**config.mk**
```make
export PLATFORM = sky130hd
export DESIGN_NAME = key_event_detector
export DESIGN_NICKNAME = d
export VERILOG_FILES = /design/src/design/ked_pkg.sv /design/src/design/ked_lane.sv /design/src/design/ked_merge.sv /design/src/design/key_event_detector.sv
export SDC_FILE = /design/constraint.sdc
export NUM_CORES = 1
export LEC_CHECK = 0
export ABC_AREA = 1
export ABC_CLOCK_PERIOD_IN_PS = 3100
export BUFFER_PORTS_ARGS = -buffer_cell sky130_fd_sc_hd__buf_2
export CORE_MARGIN = 2
export CORE_UTILIZATION = 42
export CTS_CLUSTER_DIAMETER = 50
export DETAILED_ROUTE_END_ITERATION = 16
export PLACE_DENSITY_LB_ADDON = 0.15
export SYNTH_ARGS = -nofsm -noshare
export SYNTH_HDL_FRONTEND = slang
export SYNTH_SLANG_ARGS = --single-unit
```
**constraint.sdc**
```tcl
create_clock -name aclk -period 3.1 [get_ports aclk]
set_input_delay 0.155 -clock aclk [delete_from_list [all_inputs] [get_ports aclk]]
set_output_delay 0.155 -clock aclk [all_outputs]
set_load 0.005 [all_outputs]
```
**src/design/ked_pkg.sv**
```systemverilog
// Shared types and constants of the key event detector.
`timescale 1ns / 1ps

package ked_pkg;

    localparam int PIN_W      = 4;
    localparam int KEY_W      = 2;
    localparam int FLAG_W     = 6;
    localparam int SAMPLE_W   = 8;
    localparam int TIMER_W    = 16;
    localparam int CFG_IDX_W  = 2;
    localparam int CFG_DATA_W = 16;
    localparam int S_TDATA_W  = 16;
    localparam int M_TDATA_W  = 8;

    localparam logic [SAMPLE_W-1:0] SAMPLE_PERIOD_RST = 8'd20;
    localparam logic [TIMER_W-1:0]  LONG_PRESS_RST    = 16'd1000;
    localparam logic [TIMER_W-1:0]  REPEAT_RST        = 16'd100;

    // flag bit positions
    localparam int F_HOLD   = 0;
    localparam int F_DOWN   = 1;
    localparam int F_UP     = 2;
    localparam int F_SINGLE = 3;
    localparam int F_LONG   = 4;
    localparam int F_REPEAT = 5;

    localparam logic [FLAG_W-1:0] MASK_HOLD_ONLY = 6'h01;

    typedef enum logic {
        OP_TICK  = 1'b0,
        OP_CHECK = 1'b1
    } opcode_t;

    typedef enum logic [CFG_IDX_W-1:0] {
        CFG_SAMPLE_PERIOD = 2'd0,
        CFG_LONG_PRESS    = 2'd1,
        CFG_REPEAT        = 2'd2
    } cfg_index_t;

    typedef struct packed {
        logic [TIMER_W-1:0] long_press_ticks;
        logic [TIMER_W-1:0] repeat_ticks;
    } lane_cfg_t;

    typedef struct packed {
        logic              tick;
        logic              resample;
        logic              check;
        logic [KEY_W-1:0]  key_index;
        logic [FLAG_W-1:0] mask;
    } lane_ctrl_t;

endpackage

```
**src/design/ked_lane.sv**
```systemverilog
// One key lane: sampled state, press phase machine, timer and sticky flags.
`timescale 1ns / 1ps

module ked_lane import ked_pkg::*; #(
    parameter int KEY_ID = 0
) (
    input  logic              aclk,
    input  logic              aresetn,
    input  lane_ctrl_t        ctrl,
    input  lane_cfg_t         cfg,
    input  logic              pin_pressed,
    output logic [FLAG_W-1:0] flags
);

    typedef enum logic [1:0] {
        PH_IDLE    = 2'd0,
        PH_PRESSED = 2'd1,
        PH_LONG    = 2'd2
    } phase_t;

    phase_t             phase_reg, phase_next;
    logic               cur_reg, cur_next;
    logic               prev_reg, prev_next;
    logic [TIMER_W-1:0] timer_reg, timer_next;
    logic [FLAG_W-1:0]  flags_reg, flags_next;

    logic [TIMER_W-1:0] timer_dec;
    logic               selected;

    assign timer_dec = (timer_reg != '0) ? timer_reg - 1'b1 : timer_reg;
    assign selected  = ctrl.check && (int'(ctrl.key_index) == KEY_ID);

    always_comb begin
        phase_next = phase_reg;
        cur_next   = cur_reg;
        prev_next  = prev_reg;
        timer_next = timer_reg;
        flags_next = flags_reg;
        if (ctrl.tick) begin
            timer_next = timer_dec;
            if (ctrl.resample) begin
                prev_next = cur_reg;
                cur_next  = pin_pressed;
            end
            flags_next[F_HOLD] = cur_next;
            if (cur_next && !prev_next) flags_next[F_DOWN] = 1'b1;
            if (!cur_next && prev_next) flags_next[F_UP] = 1'b1;
            unique case (phase_reg)
                PH_PRESSED: begin
                    if (!cur_next) begin
                        flags_next[F_SINGLE] = 1'b1;
                        phase_next = PH_IDLE;
                    end else if (timer_dec == '0) begin
                        timer_next = cfg.repeat_ticks;
                        flags_next[F_LONG] = 1'b1;
                        phase_next = PH_LONG;
                    end
                end
                PH_LONG: begin
                    if (!cur_next) begin
                        phase_next = PH_IDLE;
                    end else if (timer_dec == TIMER_W'(1)) begin
                        flags_next[F_REPEAT] = 1'b1;
                        timer_next = cfg.repeat_ticks;
                    end
                end
                default: begin
                    if (cur_next) begin
                        timer_next = cfg.long_press_ticks;
                        phase_next = PH_PRESSED;
                    end
                end
            endcase
        end else if (selected) begin
            // clear matched flags, but leave them on a hold-only query
            if (((flags_reg & ctrl.mask) != '0) && (ctrl.mask != MASK_HOLD_ONLY)) begin
                flags_next = flags_reg & ~ctrl.mask;
            end
        end
    end

    always_ff @(posedge aclk) begin
        if (!aresetn) begin
            phase_reg <= PH_IDLE;
            cur_reg   <= 1'b0;
            prev_reg  <= 1'b0;
            timer_reg <= '0;
            flags_reg <= '0;
        end else begin
            phase_reg <= phase_next;
            cur_reg   <= cur_next;
            prev_reg  <= prev_next;
            timer_reg <= timer_next;
            flags_reg <= flags_next;
        end
    end

    assign flags = flags_reg;

endmodule

```
**src/design/ked_merge.sv**
```systemverilog
// Merge stage: picks the queried lane, forms the hit and holds the result word.
`timescale 1ns / 1ps

module ked_merge import ked_pkg::*; #(
    parameter int NUM_KEYS = 4
) (
    input  logic                             aclk,
    input  logic                             aresetn,
    input  logic                             accept,
    input  logic                             is_check,
    input  logic [KEY_W-1:0]                 key_index,
    input  logic [FLAG_W-1:0]                mask,
    input  logic [NUM_KEYS-1:0][FLAG_W-1:0]  lane_flags,
    input  logic                             m_tready,
    output logic                             m_tvalid,
    output logic                             m_hit,
    output logic [FLAG_W-1:0]                m_flags
);

    logic              valid_reg, valid_next;
    logic              hit_reg;
    logic [FLAG_W-1:0] flags_reg;
    logic [FLAG_W-1:0] sel_flags;

    // a key outside the lanes selects nothing and reads as zero
    always_comb begin
        sel_flags = '0;
        for (int k = 0; k < NUM_KEYS; k++) begin
            if (int'(key_index) == k) sel_flags = lane_flags[k];
        end
        if (!is_check) sel_flags = '0;
    end

    always_comb begin
        valid_next = valid_reg;
        if (accept) valid_next = 1'b1;
        else if (m_tready) valid_next = 1'b0;
    end

    always_ff @(posedge aclk) begin
        if (!aresetn) begin
            valid_reg <= 1'b0;
        end else begin
            valid_reg <= valid_next;
        end
    end

    always_ff @(posedge aclk) begin
        if (accept) begin
            hit_reg   <= (sel_flags & mask) != '0;
            flags_reg <= sel_flags;
        end
    end

    assign m_tvalid = valid_reg;
    assign m_hit    = hit_reg;
    assign m_flags  = flags_reg;

endmodule

```
**src/design/key_event_detector.sv**
```systemverilog
// Top level of the key event detector: stream ports, registers and key lanes.
`timescale 1ns / 1ps

// Push-button event detector for NUM_KEYS keys. Each tick word (tuser 0) carries
// the raw active-low pin levels; every key lane counts its timer down, resamples
// once per sample_period ticks and sets the hold level and sticky down, up,
// single, long and repeat flags. A check word (tuser 1) returns the flags of one
// key and the hit for the given mask, clearing the matched flags unless the mask
// is hold alone. Every word gives exactly one result word. A word is taken every
// cycle unless a result is stalled; its result appears in the cycle after acceptance
// in the output register, which forms the only stage between the two sides, so the
// sustained rate is one word per cycle while m_tready stays high. Keys 4 and above
// have no pin and read as released. Write the configuration registers only while idle.

module key_event_detector import ked_pkg::*; #(
    parameter int NUM_KEYS = 4
) (
    input  logic                  aclk,
    input  logic                  aresetn,
    input  logic                  s_tvalid,
    output logic                  s_tready,
    // [3:0] pin_levels, [5:4] key_index, [11:6] flag_mask, [15:12] zero
    input  logic [S_TDATA_W-1:0]  s_tdata,
    // [0] opcode
    input  logic                  s_tuser,
    output logic                  m_tvalid,
    input  logic                  m_tready,
    // [0] hit, [6:1] key_flags, [7] zero
    output logic [M_TDATA_W-1:0]  m_tdata,
    input  logic                  cfg_wr_en,
    input  logic [CFG_IDX_W-1:0]  cfg_index,
    input  logic [CFG_DATA_W-1:0] cfg_wdata
);

    logic [SAMPLE_W-1:0] sample_period_reg;
    logic [TIMER_W-1:0]  long_press_reg;
    logic [TIMER_W-1:0]  repeat_reg;
    logic [SAMPLE_W-1:0] sample_count_reg, sample_count_next;

    logic [PIN_W-1:0]   pin_levels;
    logic [KEY_W-1:0]   key_index;
    logic [FLAG_W-1:0]  flag_mask;
    logic               accept;
    logic               is_tick;
    logic               resample;
    logic [SAMPLE_W-1:0] count_inc;

    lane_ctrl_t                      ctrl;
    lane_cfg_t                       cfg;
    logic [NUM_KEYS-1:0]             pin_pressed;
    logic [NUM_KEYS-1:0][FLAG_W-1:0] lane_flags;
    logic                            out_hit;
    logic [FLAG_W-1:0]               out_flags;

    assign pin_levels = s_tdata[PIN_W-1:0];
    assign key_index  = s_tdata[PIN_W +: KEY_W];
    assign flag_mask  = s_tdata[PIN_W+KEY_W +: FLAG_W];

    assign s_tready = !m_tvalid || m_tready;
    assign accept   = s_tvalid && s_tready;
    assign is_tick  = (opcode_t'(s_tuser) == OP_TICK);

    always_ff @(posedge aclk) begin
        if (!aresetn) begin
            sample_period_reg <= SAMPLE_PERIOD_RST;
            long_press_reg    <= LONG_PRESS_RST;
            repeat_reg        <= REPEAT_RST;
        end else if (cfg_wr_en) begin
            unique case (cfg_index)
                CFG_SAMPLE_PERIOD: sample_period_reg <= cfg_wdata[SAMPLE_W-1:0];
                CFG_LONG_PRESS:    long_press_reg    <= cfg_wdata[TIMER_W-1:0];
                CFG_REPEAT:        repeat_reg        <= cfg_wdata[TIMER_W-1:0];
                default: ;
            endcase
        end
    end

    // advance the sample counter on every tick, wrap to zero on resample
    assign count_inc = sample_count_reg + 1'b1;

    always_comb begin
        sample_count_next = sample_count_reg;
        resample          = 1'b0;
        if (accept && is_tick) begin
            if (count_inc >= sample_period_reg) begin
                sample_count_next = '0;
                resample          = 1'b1;
            end else begin
                sample_count_next = count_inc;
            end
        end
    end

    always_ff @(posedge aclk) begin
        if (!aresetn) begin
            sample_count_reg <= '0;
        end else begin
            sample_count_reg <= sample_count_next;
        end
    end

    assign ctrl = '{
        tick:      accept && is_tick,
        resample:  resample,
        check:     accept && !is_tick,
        key_index: key_index,
        mask:      flag_mask
    };

    assign cfg.long_press_ticks = long_press_reg;
    assign cfg.repeat_ticks     = repeat_reg;

    for (genvar k = 0; k < NUM_KEYS; k++) begin : g_lane
        if (k < PIN_W) begin : g_pin
            assign pin_pressed[k] = !pin_levels[k];
        end else begin : g_nopin
            assign pin_pressed[k] = 1'b0;
        end

        ked_lane #(
            .KEY_ID (k)
        ) u_lane (
            .aclk        (aclk),
            .aresetn     (aresetn),
            .ctrl        (ctrl),
            .cfg         (cfg),
            .pin_pressed (pin_pressed[k]),
            .flags       (lane_flags[k])
        );
    end

    ked_merge #(
        .NUM_KEYS (NUM_KEYS)
    ) u_merge (
        .aclk       (aclk),
        .aresetn    (aresetn),
        .accept     (accept),
        .is_check   (!is_tick),
        .key_index  (key_index),
        .mask       (flag_mask),
        .lane_flags (lane_flags),
        .m_tready   (m_tready),
        .m_tvalid   (m_tvalid),
        .m_hit      (out_hit),
        .m_flags    (out_flags)
    );

    assign m_tdata = {1'b0, out_flags, out_hit};

endmodule

```
Word level (Yosys, flattened, before mapping):

Cells that the tools add are included.

* flip-flop bits (word level): 160
* output and inout bits: 10

* $add $sub $neg: 5
* $lt $le $gt $ge: 1
* eq/ne operators: 58
* multiplexer cells: 122
* bitwise operators: 11
* reductions and logical operators: 92

Operators with widths (number)
* 16-bit two-way mux: 24
* 16-bit one-hot mux with 2 select lines: 4
* 6-bit two-way mux: 17
* 16-bit by 1-bit equality test with 1-bit output, second input constant: 4
* 16-bit logical NOT: 4
* 16-bit nonzero test: 4
* 16-bit by 1-bit subtractor with 16-bit output, second input constant: 4
* 2-bit by 1-bit inequality test with 1-bit output, second input constant: 28
* 6-bit bitwise AND: 9
* 1-bit two-way mux: 52
* 2-bit two-way mux: 20
* 5-bit AND reduction: 8
* 4-bit AND reduction: 8
* 6-bit nonzero test: 5
* 3-bit AND reduction: 8
* 1-bit logical AND: 19
* 2-bit nonzero test: 9
* 2-bit inequality test, second input constant: 8
* 2-bit one-hot mux with 2 select lines: 4
* 2-bit equality test, second input constant: 7
* 2-bit AND reduction: 7
* 1-bit logical NOT: 13
* 2-bit by 1-bit equality test with 1-bit output, second input constant: 6
* 3-bit inequality test, second input constant: 4
* other kinds (9): 13

Longest topological paths before layout:

* word-level depth: 11
* depth in mapped cells: 22
* mapped depth without buffers: 21

By module:

Synthesis repeated with hierarchy kept, for this count alone.

* cell total of the unflattened synthesis: 2328
* area total of the unflattened synthesis: 14691.6 µm²

Modules (own cells, without submodules)
* ked_lane at g_lane[1].u_lane ...: instances 2, cells each 487, area an instance 2989.1 µm², seq. area each 520.5 µm²
* ked_lane at g_lane[3].u_lane: instances 1, cells each 490, area an instance 2972.9 µm², seq. area each 520.5 µm²
* ked_lane at g_lane[0].u_lane: instances 1, cells each 493, area an instance 2967.8 µm², seq. area each 520.5 µm²
* key_event_detector: instances 1, cells each 282, area an instance 2165.8 µm², seq. area each 960.9 µm²
* ked_merge: instances 1, cells each 89, area an instance 606.8 µm², seq. area each 230.2 µm²

Worst setup path before layout:

OpenSTA, ideal clock, no wires.

* path kind: register to register
* start: reg sample_count_reg[0]
* end: reg g_lane[3].u_lane.timer_reg[4]
* setup time: 0.119 ns
* arrival time: 3.112 ns
* path slack: -0.131 ns
* cell stages (with the launch flop): 21
* buffers on the path: 2
* period minus slack after synthesis: 3.231 ns
* cells stage by stage: dfxtp_1 -> inv_1 -> nor3_1 -> nand4_1 -> nor2_1 -> xor2_1 -> inv_1 -> ha_1 -> a21o_1 -> nor2_1 -> nand3_1 -> nand2_2 -> nand2_1 -> nand2_1 -> buf_2 -> clkbuf_1 -> nand3_1 -> nand3_1 -> nand2_1 -> nand2_1 -> a21oi_1

* word-level cells in the longest chain between the ends: 8
* elaborated cells between the ends (all ways): 10
* classes of those cells: 1 x add/sub; 1 x order compare; 8 x mux

RTL lines
* from (decl): RTL line key_event_detector.sv:38 `logic [SAMPLE_W-1:0] sample_count_reg, sample_count_next;`
* from (signal assigned): RTL line key_event_detector.sv:98 `sample_count_reg <= sample_count_next;`
* 8-bit by 1-bit adder with 8-bit output *: RTL line key_event_detector.sv:79 `assign count_inc = sample_count_reg + 1'b1;`
* 8-bit >= comparator *: RTL line key_event_detector.sv:85 `if (count_inc >= sample_period_reg) begin`
* 1-bit two-way mux *: RTL line key_event_detector.sv:85
* 1-bit two-way mux *: RTL line key_event_detector.sv:84 `if (accept && is_tick) begin`
* 1-bit two-way mux *: RTL line ked_lane.sv:41 `if (ctrl.resample) begin`
* 1-bit two-way mux *: RTL line ked_lane.sv:39 `if (ctrl.tick) begin`
* 16-bit two-way mux, on equally long branches: RTL line ked_lane.sv:68, ked_lane.sv:50, ked_lane.sv:60
* 16-bit one-hot mux with 2 select lines *: RTL line ked_lane.sv:48 `unique case (phase_reg)`
* to (signal assigned): RTL line ked_lane.sv:93 `timer_reg <= timer_next;`
* to (decl): RTL line ked_lane.sv:24 `logic [TIMER_W-1:0] timer_reg, timer_next;`

Every way passes the cells marked *; elsewhere a longest branch is shown, timed or not. The select of a mux whose other input is x is not followed.
A chain may end at the register's enable or synchronous reset.

Worst setup path after layout:

* start: reg sample_count_reg[1]
* end: reg g_lane[1].u_lane.timer_reg[15]

* word-level cells in the longest chain between the ends: 8
* elaborated cells between the ends (all ways): 10
* classes of those cells: 1 x add/sub; 1 x order compare; 8 x mux

RTL lines (RTL line)
* 8-bit by 1-bit adder with 8-bit output *: key_event_detector.sv:79
* 8-bit >= comparator *: key_event_detector.sv:85
* 1-bit two-way mux *: key_event_detector.sv:85
* 1-bit two-way mux *: key_event_detector.sv:84
* 1-bit two-way mux *: ked_lane.sv:41
* 1-bit two-way mux *: ked_lane.sv:39
* 16-bit two-way mux, on equally long branches: ked_lane.sv:68, ked_lane.sv:50, ked_lane.sv:60
* 16-bit one-hot mux with 2 select lines *: ked_lane.sv:48
* to (signal assigned): ked_lane.sv:93
* to (decl): ked_lane.sv:24

Marks and branches as above.

==> results.md <==
- CTS Buf Count: 17
- CTS sink count: 160
- CP arrival: between 3000 and 4000 ps
- Mean Syn Cell Area: about 6 um2
- Die H: around 180 um
- Final ANT Viol Nets: 0
- Initial antenna violation count: 0
- Die width: ~180 um
- Nets: ~2400
- Layout cells sized above 1: roughly 16%
- Slew headroom: 34.7%
- Buffers on Ports: 44
- Failing checks: negative setup slack
- Vias in the first global route: 14100
- Synthesized net count: approximately 2300
- Clock Path Buffers: 2
- Status: finished with violations
- Residual DRC: 0
- Largest net degree at the start of global routing: roughly 130
- CTS H-tree lvls: 4
- Clock period minus final worst setup slack: 3160 ps
- IO Pins: 50
- CTS tree: built
- Setup TNS Final: -646 ps
- Row count: 65
- Power Density: around 470 mW/mm2
- Worst-Skew Late Latency: around 450 ps
- Final slew viol count: 0
- Ys async rst share: 0%
- Maximum VDD drop: around 0.32 mV
- Total number of vias: between 15000 and 20000
- Clock skew: about 18 ps
- Placed cell count: 2662
- Initial DRC Count: roughly 1500
- Tot Pwr: 0.00738 W
- Final core utilization: between 50% and 60%
- EDFF count, synth: 7
- Synth Cell Area: about 0.014 mm2
- First-pass GRT wire length: around 76000 um
- Core ar.: approximately 0.032 mm2
- Yosys warnings: 0
- Leakage: 7.63 nW
- Most used DFF post-synth: dfxtp_1
- Setup violators final: 20
- Setup crit start kind: flip-flop
- Layout area overhead: 17.1%
- CTS clk-pin slew, worst paths: around 70 ps
- Fin crit share: 102%
- Post-synthesis cell type count: 48
- Max reg flops: 64
- Synthesized netlist cell count: about 2300
- Remaining Overflow, GRT: 0
- Initial Util: a little over two fifths
- Overall global routing resource usage: 28.7%
- Die area: approximately 0.034 mm2
- Max Freq: approximately 0.32 GHz
- Iteration count of the initial detailed-routing pass: 5
- Synth Register Bits: 160
- Worst-Margin Slew: ~1000 ps
- Fin Hold WS: slightly above 20 ps
- Wire length per cell: about 18 um
- CP Data Required Time: 3470 ps
- CTS root buffer: clkbuf_16
- Worst setup margin: -58.3 ps
- RSZ-0062 raised after global routing: true
- MaxCap Viol Count: 0
- Final Non-Filler Cells: between 2000 and 3000
- Crit Path Max Fanout: 8
- Final GP Congestion: 0.930
- Detailed placer's ending HPWL: 33500 um
- CP Capture Type: flip-flop
- Sequential share of the synthesized area: around 24%
- Routed vias/inst: 5.67
- Routed wire length: about 49000 um
- CP Class: flip-flop to flip-flop
- Final hold viol count: 0
- Tightest Hold Check Type: input pin to flip-flop
-- metrics by stage --
| step | setup WS, ps | area (um2) |
|---|---|---|
| 5_1_grt | -295 | 15800 |
| 6_report | -58.3 | 15800 |
| 2_1_floorplan | 42.0 | 13500 |
| 3_3_place_gp | -266 | 14300 |
| 4_1_cts | 1.96 | 15200 |
| 3_5_place_dp | -330 | 14300 |
-- cells in the final DEF (no fill, tap or decap), drive strengths merged, types with 26 or more instances in the layout --
cell,count
o21ai,156
nand3,398
nor2,211
buf,134
nand2,672
clkinv,26
a21oi,141
o211ai,56
dfxtp,153
inv,218
-- timing repair --
item / in CTS / in global routing
endpoints found under the hold margin: 15 / 0
hold buffers: 11 / 0
cloned: 2 / 3
resized for setup: 28 / 137
pin swaps: 15 / 48
buffers inserted: 12 / 6
setup endpoints to repair: 89 / 96
-- synthesized netlist by cell type (11+ instances only) --
library cell	number	share of area [%]
a21oi_1	138	5.1
buf_2	25	0.92
buf_6	14	1.2
clkbuf_1	68	1.9
clkinv_1	23	0.64
dfxtp_1	153	23
ha_1	25	2.3
inv_1	211	5.9
nand2_1	649	18
nand2_2	16	0.74
nand3_1	375	14
nand3_2	23	1.7
nand4_1	11	0.51
nor2_1	166	4.6
nor2_2	21	0.97
nor2_4	19	1.6
o211ai_1	56	3.1
o21ai_0	150	5.5
o21bai_1	16	0.89
-- per-layer routing --
metal  routed length, um  global-route usage (%)  share of wire [%]  vias to the layer above
li1                    -                       -                  -                     7607
met1               21600                    38.6                 44                     7161
met2               22800                    46.9                 46                      600
met3                3580                    4.30                7.2                       90
met4                1460                    10.0                2.9                        0
met5                   0                       0                  0                        -
-- worst paths after layout --
check | startpoint | end | slack, ps | depth (start not counted)
setup / recovery | sample_count_reg[1]$_SDFFE_PN0P_ | g_lane[1].u_lane.timer_reg[15]$_SDFFE_PN0P_ | -60 | 21
hold / removal | cfg_wdata[0] | sample_period_reg[0]$_SDFFE_PN0P_ | 20 | 3
setup reg to reg | sample_count_reg[1]$_SDFFE_PN0P_ | g_lane[1].u_lane.timer_reg[15]$_SDFFE_PN0P_ | -60 | 21
hold reg to reg | g_lane[3].u_lane.flags[5]$_SDFFE_PN0P_ | g_lane[3].u_lane.flags[5]$_SDFFE_PN0P_ | 470 | 2
-- layout make-up --
type	instances	area, um2
tap	402	503
timing repair buffer	148	1250
clock buffer	19	454
sequential	160	3280
antenna	1	2.50
clock inverter	13	169
fill	3222	15800
multi-input combinational	1750	9300
inverter	235	886
-- power by group --
part	switching, W	total, W	leakage, nW	internal (W)
Clock	0.00102	0.00229	0.304	0.00127
Combinational	0.00184	0.00273	6.00	0.000891
Sequential	0.000161	0.00236	1.32	0.00220
Total	0.00302	0.00738	7.63	0.00436
-- critical path, cell delays in order, from the launching register on --
cell,delay (ps)
dfxtp_2,340
inv_2,50
nor3_4,180
nand4_1,120
nor2_1,130
xor2_1,170
inv_1,100
ha_4,290
nand2_4,60
nor2_4,100
nand4_1,140
nand3_4,160
buf_6,120
nand3b_1,140
nand2_4,220
nand4_4,180
clkbuf_16,220
nand2_1,60
nand3_1,70
nand2_1,70
nand2_1,50
a21oi_1,120
-- logic make-up (layout without fill, tap and decap cells) --
logic type | count (synthesis) | count (layout) | synth area share (%)
AND/OR/NAND/NOR | 1308 | 1310 | 44.7
AO/OA/AOI/OAI | 403 | 403 | 17.0
buffers and inverters | 354 | 415 | 11.0
flip-flops | 160 | 160 | 24.2
adder cells (fa/ha/maj) | 25 | 25 | 2.31
XOR/XNOR | 8 | 8 | 0.518
multiplexers | 3 | 3 | 0.222
other | 1 | 2 | 0.0277
No activity file was read; power rests on OpenSTA's default activity.
